--- src/indexed_list_append_delete_max_core_assert.svh ---
// ----------------------------------------------------------------------------
// Assertion macros for the ordered list core
// Same-cycle and next-cycle implication checks on clk_i, disabled in reset.
// ----------------------------------------------------------------------------
`ifndef INDEXED_LIST_APPEND_DELETE_MAX_CORE_ASSERT_SVH
`define INDEXED_LIST_APPEND_DELETE_MAX_CORE_ASSERT_SVH

// check cons in the same cycle as ante
`define ILAD_ASSERT_IMPL(label, ante, cons) \
  label: assert property (@(posedge clk_i) disable iff (!rst_ni) (ante) |-> (cons)) \
    else $error("ilad assertion failed");

// check cons in the cycle after ante
`define ILAD_ASSERT_NEXT(label, ante, cons) \
  label: assert property (@(posedge clk_i) disable iff (!rst_ni) (ante) |=> (cons)) \
    else $error("ilad assertion failed");

`endif

--- src/ilad_pkg.sv ---
// ----------------------------------------------------------------------------
// ilad_pkg
// Shared types and constants of the ordered list core.
// ----------------------------------------------------------------------------
package ilad_pkg;

  localparam int ILAD_CAPACITY    = 16;
  localparam int ILAD_OP_W        = 3;
  localparam int ILAD_VAL_W       = 31;
  localparam int ILAD_POS_W       = 4;
  localparam int ILAD_OUT_W       = 32;
  localparam int ILAD_QUEUE_DEPTH = 2;

  localparam logic signed [ILAD_OUT_W-1:0] ILAD_NONE_VALUE = -32'sd1;

  typedef enum logic [ILAD_OP_W-1:0] {
    OP_APPEND    = 3'd0,
    OP_DELETE    = 3'd1,
    OP_PRINT     = 3'd2,
    OP_PRINT_REV = 3'd3,
    OP_MAX       = 3'd4
  } op_e;

  typedef enum logic [1:0] {
    ST_OK        = 2'd0,
    ST_EMPTY     = 2'd1,
    ST_BAD_INDEX = 2'd2,
    ST_FULL      = 2'd3
  } status_e;

  typedef struct packed {
    op_e                   op;
    logic [ILAD_VAL_W-1:0] value;
    logic [ILAD_POS_W-1:0] position;
  } cmd_t;

  typedef struct packed {
    logic signed [ILAD_OUT_W-1:0] value;
    status_e                      status;
    logic                         last;
  } res_t;

  typedef struct packed {
    logic idle;
    logic cmd_pop;
  } back_stat_t;

endpackage

--- src/ilad_fifo.sv ---
// ----------------------------------------------------------------------------
// ilad_fifo
// Small register queue with push/full and pop/empty sides.
// ----------------------------------------------------------------------------
module ilad_fifo #(
  parameter int WIDTH = 8,
  parameter int DEPTH = 2
) (
  input  logic             clk_i,
  input  logic             rst_ni,
  input  logic             push_i,
  input  logic [WIDTH-1:0] data_i,
  output logic             full_o,
  input  logic             pop_i,
  output logic [WIDTH-1:0] data_o,
  output logic             empty_o
);

  localparam int PTRW = (DEPTH > 1) ? $clog2(DEPTH) : 1;
  localparam int CNTW = $clog2(DEPTH + 1);

  logic [WIDTH-1:0] slot_q [DEPTH];
  logic [PTRW-1:0]  wr_ptr_q, wr_ptr_d;
  logic [PTRW-1:0]  rd_ptr_q, rd_ptr_d;
  logic [CNTW-1:0]  cnt_q, cnt_d;
  logic             do_push, do_pop;

  assign full_o  = (cnt_q == CNTW'(DEPTH));
  assign empty_o = (cnt_q == '0);
  assign data_o  = slot_q[rd_ptr_q];
  assign do_push = push_i && !full_o;
  assign do_pop  = pop_i && !empty_o;

  always_comb begin
    wr_ptr_d = wr_ptr_q;
    rd_ptr_d = rd_ptr_q;
    cnt_d    = cnt_q;
    if (do_push) begin
      wr_ptr_d = (wr_ptr_q == PTRW'(DEPTH - 1)) ? '0 : wr_ptr_q + PTRW'(1);
    end
    if (do_pop) begin
      rd_ptr_d = (rd_ptr_q == PTRW'(DEPTH - 1)) ? '0 : rd_ptr_q + PTRW'(1);
    end
    if (do_push && !do_pop) begin
      cnt_d = cnt_q + CNTW'(1);
    end else if (do_pop && !do_push) begin
      cnt_d = cnt_q - CNTW'(1);
    end
  end

  always_ff @(posedge clk_i or negedge rst_ni) begin
    if (!rst_ni) begin
      wr_ptr_q <= '0;
      rd_ptr_q <= '0;
      cnt_q    <= '0;
    end else begin
      wr_ptr_q <= wr_ptr_d;
      rd_ptr_q <= rd_ptr_d;
      cnt_q    <= cnt_d;
    end
  end

  always_ff @(posedge clk_i) begin
    if (do_push) begin
      slot_q[wr_ptr_q] <= data_i;
    end
  end

endmodule

--- src/ilad_front.sv ---
// ----------------------------------------------------------------------------
// ilad_front
// Accepts items, drops unused op codes and queues commands for the back end.
// ----------------------------------------------------------------------------
module ilad_front
  import ilad_pkg::*;
(
  input  logic                  clk_i,
  input  logic                  rst_ni,
  input  logic                  push_i,
  output logic                  full_o,
  input  logic [ILAD_OP_W-1:0]  op_i,
  input  logic [ILAD_VAL_W-1:0] new_value_i,
  input  logic [ILAD_POS_W-1:0] position_i,
  input  logic                  cmd_pop_i,
  output cmd_t                  cmd_o,
  output logic                  cmd_valid_o
);

  cmd_t cmd_in;
  logic op_legal;
  logic cmd_empty;

  assign op_legal = (op_i <= ILAD_OP_W'(OP_MAX));

  always_comb begin
    cmd_in.op       = op_e'(op_i);
    cmd_in.value    = new_value_i;
    cmd_in.position = position_i;
  end

  ilad_fifo #(
    .WIDTH ($bits(cmd_t)),
    .DEPTH (ILAD_QUEUE_DEPTH)
  ) u_cmd_fifo (
    .clk_i   (clk_i),
    .rst_ni  (rst_ni),
    .push_i  (push_i && op_legal),
    .data_i  (cmd_in),
    .full_o  (full_o),
    .pop_i   (cmd_pop_i),
    .data_o  (cmd_o),
    .empty_o (cmd_empty)
  );

  assign cmd_valid_o = !cmd_empty;

endmodule

--- src/ilad_back.sv ---
// ----------------------------------------------------------------------------
// ilad_back
// Runs list commands on an entry memory, one entry per cycle unless stalled.
// ----------------------------------------------------------------------------
module ilad_back
  import ilad_pkg::*;
#(
  parameter int CAPACITY = ILAD_CAPACITY
) (
  input  logic       clk_i,
  input  logic       rst_ni,
  input  cmd_t       cmd_i,
  input  logic       cmd_valid_i,
  input  logic       res_full_i,
  output logic       res_push_o,
  output res_t       res_o,
  output back_stat_t stat_o
);

  localparam int IW   = (CAPACITY > 1) ? $clog2(CAPACITY) : 1;
  localparam int CNTW = $clog2(CAPACITY + 1);
  localparam int CMPW = (ILAD_POS_W > CNTW) ? ILAD_POS_W : CNTW;

  typedef enum logic [6:0] {
    S_IDLE  = 7'b0000001,
    S_LOAD  = 7'b0000010,
    S_LIST  = 7'b0000100,
    S_MAX   = 7'b0001000,
    S_DEL   = 7'b0010000,
    S_SHIFT = 7'b0100000,
    S_EMIT  = 7'b1000000
  } state_e;

  state_e state_q, state_d;
  logic [ILAD_VAL_W-1:0] mem_q [CAPACITY];
  logic [ILAD_VAL_W-1:0] rdata_q;
  logic [CNTW-1:0]       count_q, count_d;
  logic [CNTW-1:0]       cur_q, cur_d;
  logic [CNTW-1:0]       k_q, k_d;
  logic [CNTW-1:0]       cur_m1, count_m1;
  op_e                   op_q, op_d;
  logic [ILAD_POS_W-1:0] pos_q, pos_d;
  logic [ILAD_VAL_W-1:0] best_q, best_d, best_new;
  logic signed [ILAD_OUT_W-1:0] emit_val_q, emit_val_d;
  status_e               emit_st_q, emit_st_d;
  logic                  we;
  logic [IW-1:0]         waddr;
  logic [ILAD_VAL_W-1:0] wdata;
  logic                  cmd_pop;
  logic                  at_last;

  assign cur_m1   = cur_q - CNTW'(1);
  assign count_m1 = count_q - CNTW'(1);
  assign at_last  = (k_q == count_m1);
  assign best_new = (rdata_q > best_q) ? rdata_q : best_q;

  always_comb begin
    state_d    = state_q;
    count_d    = count_q;
    cur_d      = cur_q;
    k_d        = k_q;
    op_d       = op_q;
    pos_d      = pos_q;
    best_d     = best_q;
    emit_val_d = emit_val_q;
    emit_st_d  = emit_st_q;
    we         = 1'b0;
    waddr      = count_q[IW-1:0];
    wdata      = cmd_i.value;
    cmd_pop    = 1'b0;
    res_push_o = 1'b0;
    res_o      = '{value: {1'b0, rdata_q}, status: ST_OK, last: at_last};
    unique case (state_q)
      S_IDLE: begin
        if (cmd_valid_i) begin
          cmd_pop   = 1'b1;
          op_d      = cmd_i.op;
          pos_d     = cmd_i.position;
          k_d       = '0;
          best_d    = '0;
          emit_val_d = ILAD_NONE_VALUE;
          emit_st_d  = ST_EMPTY;
          state_d    = S_LOAD;
          unique case (cmd_i.op)
            OP_APPEND: begin
              if (count_q == CNTW'(CAPACITY)) begin
                emit_st_d = ST_FULL;
                state_d   = S_EMIT;
              end else begin
                we      = 1'b1;
                count_d = count_q + CNTW'(1);
              end
            end
            OP_DELETE: begin
              if (count_q == '0) begin
                state_d = S_EMIT;
              end else if (CMPW'(cmd_i.position) >= CMPW'(count_q)) begin
                emit_st_d = ST_BAD_INDEX;
                state_d   = S_EMIT;
              end
            end
            default: begin
              if (count_q == '0) begin
                state_d = S_EMIT;
              end
            end
          endcase
        end
      end
      S_LOAD: begin
        unique case (op_q)
          OP_PRINT_REV: begin
            cur_d   = count_m1;
            state_d = S_LIST;
          end
          OP_DELETE: begin
            cur_d   = CNTW'(pos_q);
            state_d = S_DEL;
          end
          OP_MAX: begin
            cur_d   = '0;
            state_d = S_MAX;
          end
          default: begin
            cur_d   = '0;
            state_d = S_LIST;
          end
        endcase
      end
      S_LIST: begin
        if (!res_full_i) begin
          res_push_o = 1'b1;
          k_d        = k_q + CNTW'(1);
          cur_d      = (op_q == OP_PRINT_REV) ? cur_m1 : cur_q + CNTW'(1);
          if (at_last) begin
            state_d = S_IDLE;
          end
        end
      end
      S_MAX: begin
        best_d = best_new;
        k_d    = k_q + CNTW'(1);
        cur_d  = cur_q + CNTW'(1);
        if (at_last) begin
          emit_val_d = {1'b0, best_new};
          emit_st_d  = ST_OK;
          state_d    = S_EMIT;
        end
      end
      S_DEL: begin
        emit_val_d = {1'b0, rdata_q};
        emit_st_d  = ST_OK;
        cur_d      = cur_q + CNTW'(1);
        state_d    = S_SHIFT;
      end
      S_SHIFT: begin
        if (cur_q < count_q) begin
          we    = 1'b1;
          waddr = cur_m1[IW-1:0];
          wdata = rdata_q;
          cur_d = cur_q + CNTW'(1);
        end else begin
          count_d = count_m1;
          state_d = S_EMIT;
        end
      end
      S_EMIT: begin
        res_o = '{value: emit_val_q, status: emit_st_q, last: 1'b1};
        if (!res_full_i) begin
          res_push_o = 1'b1;
          state_d    = S_IDLE;
        end
      end
      default: begin
        state_d = S_IDLE;
      end
    endcase
  end

  assign stat_o = '{idle: (state_q == S_IDLE), cmd_pop: cmd_pop};

  always_ff @(posedge clk_i or negedge rst_ni) begin
    if (!rst_ni) begin
      state_q <= S_IDLE;
      count_q <= '0;
    end else begin
      state_q <= state_d;
      count_q <= count_d;
    end
  end

  always_ff @(posedge clk_i) begin
    cur_q      <= cur_d;
    k_q        <= k_d;
    op_q       <= op_d;
    pos_q      <= pos_d;
    best_q     <= best_d;
    emit_val_q <= emit_val_d;
    emit_st_q  <= emit_st_d;
  end

  always_ff @(posedge clk_i) begin
    if (we) begin
      mem_q[waddr] <= wdata;
    end
    rdata_q <= mem_q[cur_d[IW-1:0]];
  end

endmodule

--- src/indexed_list_append_delete_max_core.sv ---
// ----------------------------------------------------------------------------
// indexed_list_append_delete_max_core
// Bounded ordered list with append, delete by index, print, reverse print and
// max, behind queue-style command and result ports.
// ----------------------------------------------------------------------------
// Items enter a two-entry command queue and are carried out one at a time by
// a sequencer that walks a dual-port entry memory, one entry per cycle while
// the result side is not stalled. With n values held, append gives n + 1
// results, both prints give n results, max and delete give one result each,
// and any error or empty case gives one result. Unused op codes are dropped
// on entry and give no result. Results pass through a two-entry queue; a
// stalled result side halts the walk without losing data.
// ----------------------------------------------------------------------------
`include "indexed_list_append_delete_max_core_assert.svh"

module indexed_list_append_delete_max_core
  import ilad_pkg::*;
#(
  parameter int CAPACITY = ILAD_CAPACITY
) (
  input  logic                         clk_i,
  input  logic                         rst_ni,
  input  logic                         push,
  output logic                         full,
  input  logic [ILAD_OP_W-1:0]         op_i,
  input  logic [ILAD_VAL_W-1:0]        new_value_i,
  input  logic [ILAD_POS_W-1:0]        position_i,
  output logic                         empty,
  input  logic                         pop,
  output logic signed [ILAD_OUT_W-1:0] out_value_o,
  output logic [1:0]                   status_o,
  output logic                         last_o
);

  cmd_t       cmd;
  logic       cmd_valid;
  logic       res_full;
  logic       res_push;
  res_t       res;
  res_t       res_out;
  back_stat_t stat;

  ilad_front u_front (
    .clk_i       (clk_i),
    .rst_ni      (rst_ni),
    .push_i      (push),
    .full_o      (full),
    .op_i        (op_i),
    .new_value_i (new_value_i),
    .position_i  (position_i),
    .cmd_pop_i   (stat.cmd_pop),
    .cmd_o       (cmd),
    .cmd_valid_o (cmd_valid)
  );

  ilad_back #(
    .CAPACITY (CAPACITY)
  ) u_back (
    .clk_i       (clk_i),
    .rst_ni      (rst_ni),
    .cmd_i       (cmd),
    .cmd_valid_i (cmd_valid),
    .res_full_i  (res_full),
    .res_push_o  (res_push),
    .res_o       (res),
    .stat_o      (stat)
  );

  ilad_fifo #(
    .WIDTH ($bits(res_t)),
    .DEPTH (ILAD_QUEUE_DEPTH)
  ) u_res_fifo (
    .clk_i   (clk_i),
    .rst_ni  (rst_ni),
    .push_i  (res_push),
    .data_i  (res),
    .full_o  (res_full),
    .pop_i   (pop),
    .data_o  (res_out),
    .empty_o (empty)
  );

  assign out_value_o = res_out.value;
  assign status_o    = res_out.status;
  assign last_o      = res_out.last;

  `ILAD_ASSERT_NEXT(a_last_then_idle, res_push && res.last, stat.idle)
  `ILAD_ASSERT_IMPL(a_push_has_room, res_push, !res_full)
  `ILAD_ASSERT_IMPL(a_pop_has_cmd, stat.cmd_pop, cmd_valid && stat.idle)

endmodule

--- config.mk ---
export PLATFORM = sky130hd
export DESIGN_NAME = indexed_list_append_delete_max_core
export DESIGN_NICKNAME = d
export VERILOG_FILES = /design/src/ilad_pkg.sv /design/src/ilad_fifo.sv /design/src/ilad_front.sv /design/src/ilad_back.sv /design/src/indexed_list_append_delete_max_core.sv
export VERILOG_INCLUDE_DIRS = /design/src /design/src/src
export SDC_FILE = /design/constraint.sdc
export NUM_CORES = 1
export LEC_CHECK = 0
export BUFFER_PORTS_ARGS = -buffer_cell sky130_fd_sc_hd__buf_4
export CORE_MARGIN = 8
export CORE_UTILIZATION = 35
export CTS_BUF_LIST = sky130_fd_sc_hd__clkbuf_16
export DETAILED_ROUTE_END_ITERATION = 10
export PLACE_DENSITY = 0.58
export SLEW_MARGIN = 10
export SYNTH_ARGS = -nofsm -noshare
export SYNTH_HDL_FRONTEND = slang
export SYNTH_HIERARCHICAL = 1
export SYNTH_SLANG_ARGS = --single-unit
--- constraint.sdc ---
create_clock -name clk_i -period 3.8 [get_ports clk_i]
set_input_delay 0.76 -clock clk_i [delete_from_list [all_inputs] [get_ports clk_i]]
set_output_delay 0.76 -clock clk_i [all_outputs]
set_load 0.01 [all_outputs]
==> results.md <==
- Status: finished, final reports clean
- Worst path required time: roughly 4.4 ns
- Antenna violations before repair: 1
- Clock buffer depth: 3
- Most common cell after layout, fill and taps aside: edfxtp_1
- Synth top area cells: edfxtp_1 (67%), mux2i_1 (4.8%), nand2_1 (2.8%)
- Number of port buffers: 78
- Yosys reg bits: 775
- Largest net degree at the start of global routing: 89
- Largest family of logic cells by synthesized area: compound AO/OA/AOI/OAI gates
- Adder-Cell Fraction of Synth Area: 1.82%
- Worst setup EP type: register
- Hold path endpoint: u_front/u_cmd_fifo/slot_q[1][5]
- Critical path class: register to register
- Die Ht: 320 um
- EDFF count, synth: 720
- Sequential share of the synthesized area: 70.5%
- Worst setup SP type: register
- Final cycle utilization of the critical path: 95.5%
- Clock slew at reported path FFs: approximately 0.060 ns
- Post-Syn Instances: about 2100
- CTS tree: yes
- Max cap viols: 0
- Area grow syn2layout: 17.2%
- Post-DRT Antenna Nets: 0
- Most frequent cells in the layout: edfxtp_1 (720), nand2_1 (240), mux2i_1 (155)
- Final WL: 79600 um
- Fin cells: 3495
- LEAKAGE: around 14 nW
- Fin crit period: 3.63 ns
- Final hold violation count: 0
- R2r endpoint: u_back/rdata_q[12]
- # rows: 111
- Number of nets in the layout: 2333
- Yosys top cell by area: edfxtp_1
- Mapped Nets: 2200
- Clk Latency, worst-skew pair: approximately 0.63 ns
- Post-synthesis compound-gate area fraction: 9.08%
- Hold path start: new_value_i[1]
- YS warnings: 6
- Total CTS buffers: 81
- Share of the synthesized area in the top cell type: between 60% and 70%
- Rel. slew slack: 29.8%
- Die boundary width: 320 um
- Reg2reg setup slack: 0.17 ns
- H-tree Lvls: 3
- Inserted Diodes: 0
- Vias in the first global route: 18500
- Unrepaired setup endpoints after global routing: no
- Initial drt markers: 1533
- Inst Count DP: 3338
- Num ports: 79
- Dpl hpwl: 47200 um
- Post-Syn Area: 0.0324 sq mm
- Worst-path fanout max: 31
- Arrival @ worst endpoint: 4.20 ns
- Synth Area in Simple Gates: between 6 and 7%
- Clock Skew: 0.0157 ns
- Netlist cell types: 77
- Vias: 18500
- Root Driver: clkbuf_16
- Overflow after GRT: 0
- Clock Sinks: 775
- Final Max Tran Viols: 0
- Post-layout util: 41.4%
- DR WL/cell: 22.8 um
- Core area: 0.0917 sq mm
- FMAX: 276 MHz
- Hold path cells: 1
- Mean Syn Cell Area: 15.3 sq um
- DR DRC count: 0
- Xor-xnor portion of the synthesized cell area: 0.865%
- DRT Pass-1 Iters: 7
- Post-synth top flop: edfxtp_1
- Pwr/cell area: 801 mW/mm^2
- Filler cell count: between 8000 and 9000
- Critical R2R Launch: u_back/count_q[2]
- Max IR drop VDD: 0.490 mV
- Starting Density: 35.3%
- Gpl congestion: 0.807
- Drt via density: 5.29
- Layout cell share with drive strength beyond 1: 20.5%
- Die area: 0.103 sq mm
- Worst Max-Slew Pin Slew: 1.05 ns
- Ys async rst share: under 10%
- Post-synthesis mux area share: ~8.9%
- Hold crit path type: input pin to register
- FF-to-FF path depth: 11
- Final setup violation count: 0
- First-pass GRT wire length: 118000 um
- Gr usage total: 14.9%
## kinds of logic (layout without fill, tap and decap cells)
| logic type | Yosys count | after routing |
|---|---|---|
| flops | 775 | 775 |
| simple gates | 436 | 437 |
| compound gates | 380 | 380 |
| mux | 260 | 260 |
| buf+inv | 181 | 378 |
| fa+ha+maj | 47 | 47 |
| xor+xnor | 32 | 32 |
## critical path, stage by stage (launching register included)
cell and delay, ns:
dfrtp_2 0.42, inv_1 0.11, ha_1 0.36, a21o_1 0.22, a31oi_4 0.21, o21ai_2 0.14
a211o_4 0.39, a2111o_2 0.55, or3_2 0.53, buf_12 0.23, a221oi_2 0.22, or4_1 0.15
## how the worst max path moves through the flow
stage               slack, ns              start                    to
floorplan                0.02  u_back/count_q[0]   u_back/emit_st_q[0]
CTS                      0.02  u_back/count_q[2]    u_back/rdata_q[29]
finish                   0.17  u_back/count_q[2]    u_back/rdata_q[12]
global placement         0.04  u_back/count_q[2]    u_back/rdata_q[29]
global route             0.02  u_back/state_q[3]  u_back/mem_q[13][15]
detailed placement     -0.005  u_back/count_q[2]    u_back/rdata_q[29]
## metrics by stage
| stage | setup slack [ns] | TNS, ns | instance area [sq um] | hold slack [ns] | total power [mW] |
|---|---|---|---|---|---|
| after floorplan | 0.0244 | 0 | 32400 | 0.461 | 18.9 |
| after global placement | 0.0408 | 0 | 35000 | 0.504 | 21.9 |
| after detailed placement | -0.00524 | -0.00524 | 35000 | 0.513 | 22.2 |
| after CTS | 0.0166 | 0 | 37800 | 0.279 | 30.4 |
| after global routing | 0.0160 | 0 | 37900 | 0.284 | 31.9 |
| final | 0.170 | 0 | 37900 | 0.312 | 30.4 |
## what timing repair did
item,in CTS,in global routing
hold endpoints to repair,1,0
pin swaps,2,3
resized for setup,1,13
setup endpoints to repair,1,31
gates cloned,1,2
setup buffers,0,5
hold buffers,1,0
## cells in the mapped netlist, types with 34 or more instances
cell type	instances
dfxtp_1	35
mux2_2	66
a21oi_1	140
ha_1	47
nand2_1	240
buf_2	34
mux2_4	39
mux2i_1	155
nor2_1	91
edfxtp_1	720
inv_1	56
a221oi_1	93
clkbuf_1	62
## registers in the layout, summed over array words and instances, names as in the netlist, 2 cells and up
signal / cells
u_back/best_q: 31
u_back/cur_q: 5
u_back/op_q: 3
u_back/state_q: 7
u_res_fifo/cnt_q: 2
u_back/mem_q: 496
u_back/pos_q: 4
u_back/emit_st_q: 2
u_back/rdata_q: 31
u_back/emit_val_q: 32
u_back/count_q: 5
u_res_fifo/slot_q: 70
u_back/k_q: 5
u_front/u_cmd_fifo/slot_q: 76
u_front/u_cmd_fifo/cnt_q: 2
## report_power, final
part / switching (mW) / total [mW] / internal [mW]
logic: 6.28 / 10.4 / 4.07
clock network: 3.25 / 8.13 / 4.89
registers: 0.865 / 11.9 / 11.0
## per-layer routing
metal	track usage (%)	wire length (um)
met5	0	13
met4	3.74	1720
met3	2.93	4970
met2	24.5	37800
met1	20.4	35100
## area by class of cell
| cell class | instances | area, sq um | area share [%] |
|---|---|---|---|
| Sequential cell | 775 | 22800 | 60.2 |
| Clock buffer | 84 | 2100 | 5.54 |
| Multi-Input combinational cell | 1156 | 8920 | 23.5 |
| Tap cell | 1186 | 1480 | 3.91 |
| Timing Repair Buffer | 173 | 1730 | 4.56 |
| Inverter | 57 | 216 | 0.571 |
| Clock inverter | 64 | 656 | 1.73 |
No activity file was read; power rests on OpenSTA's default activity.
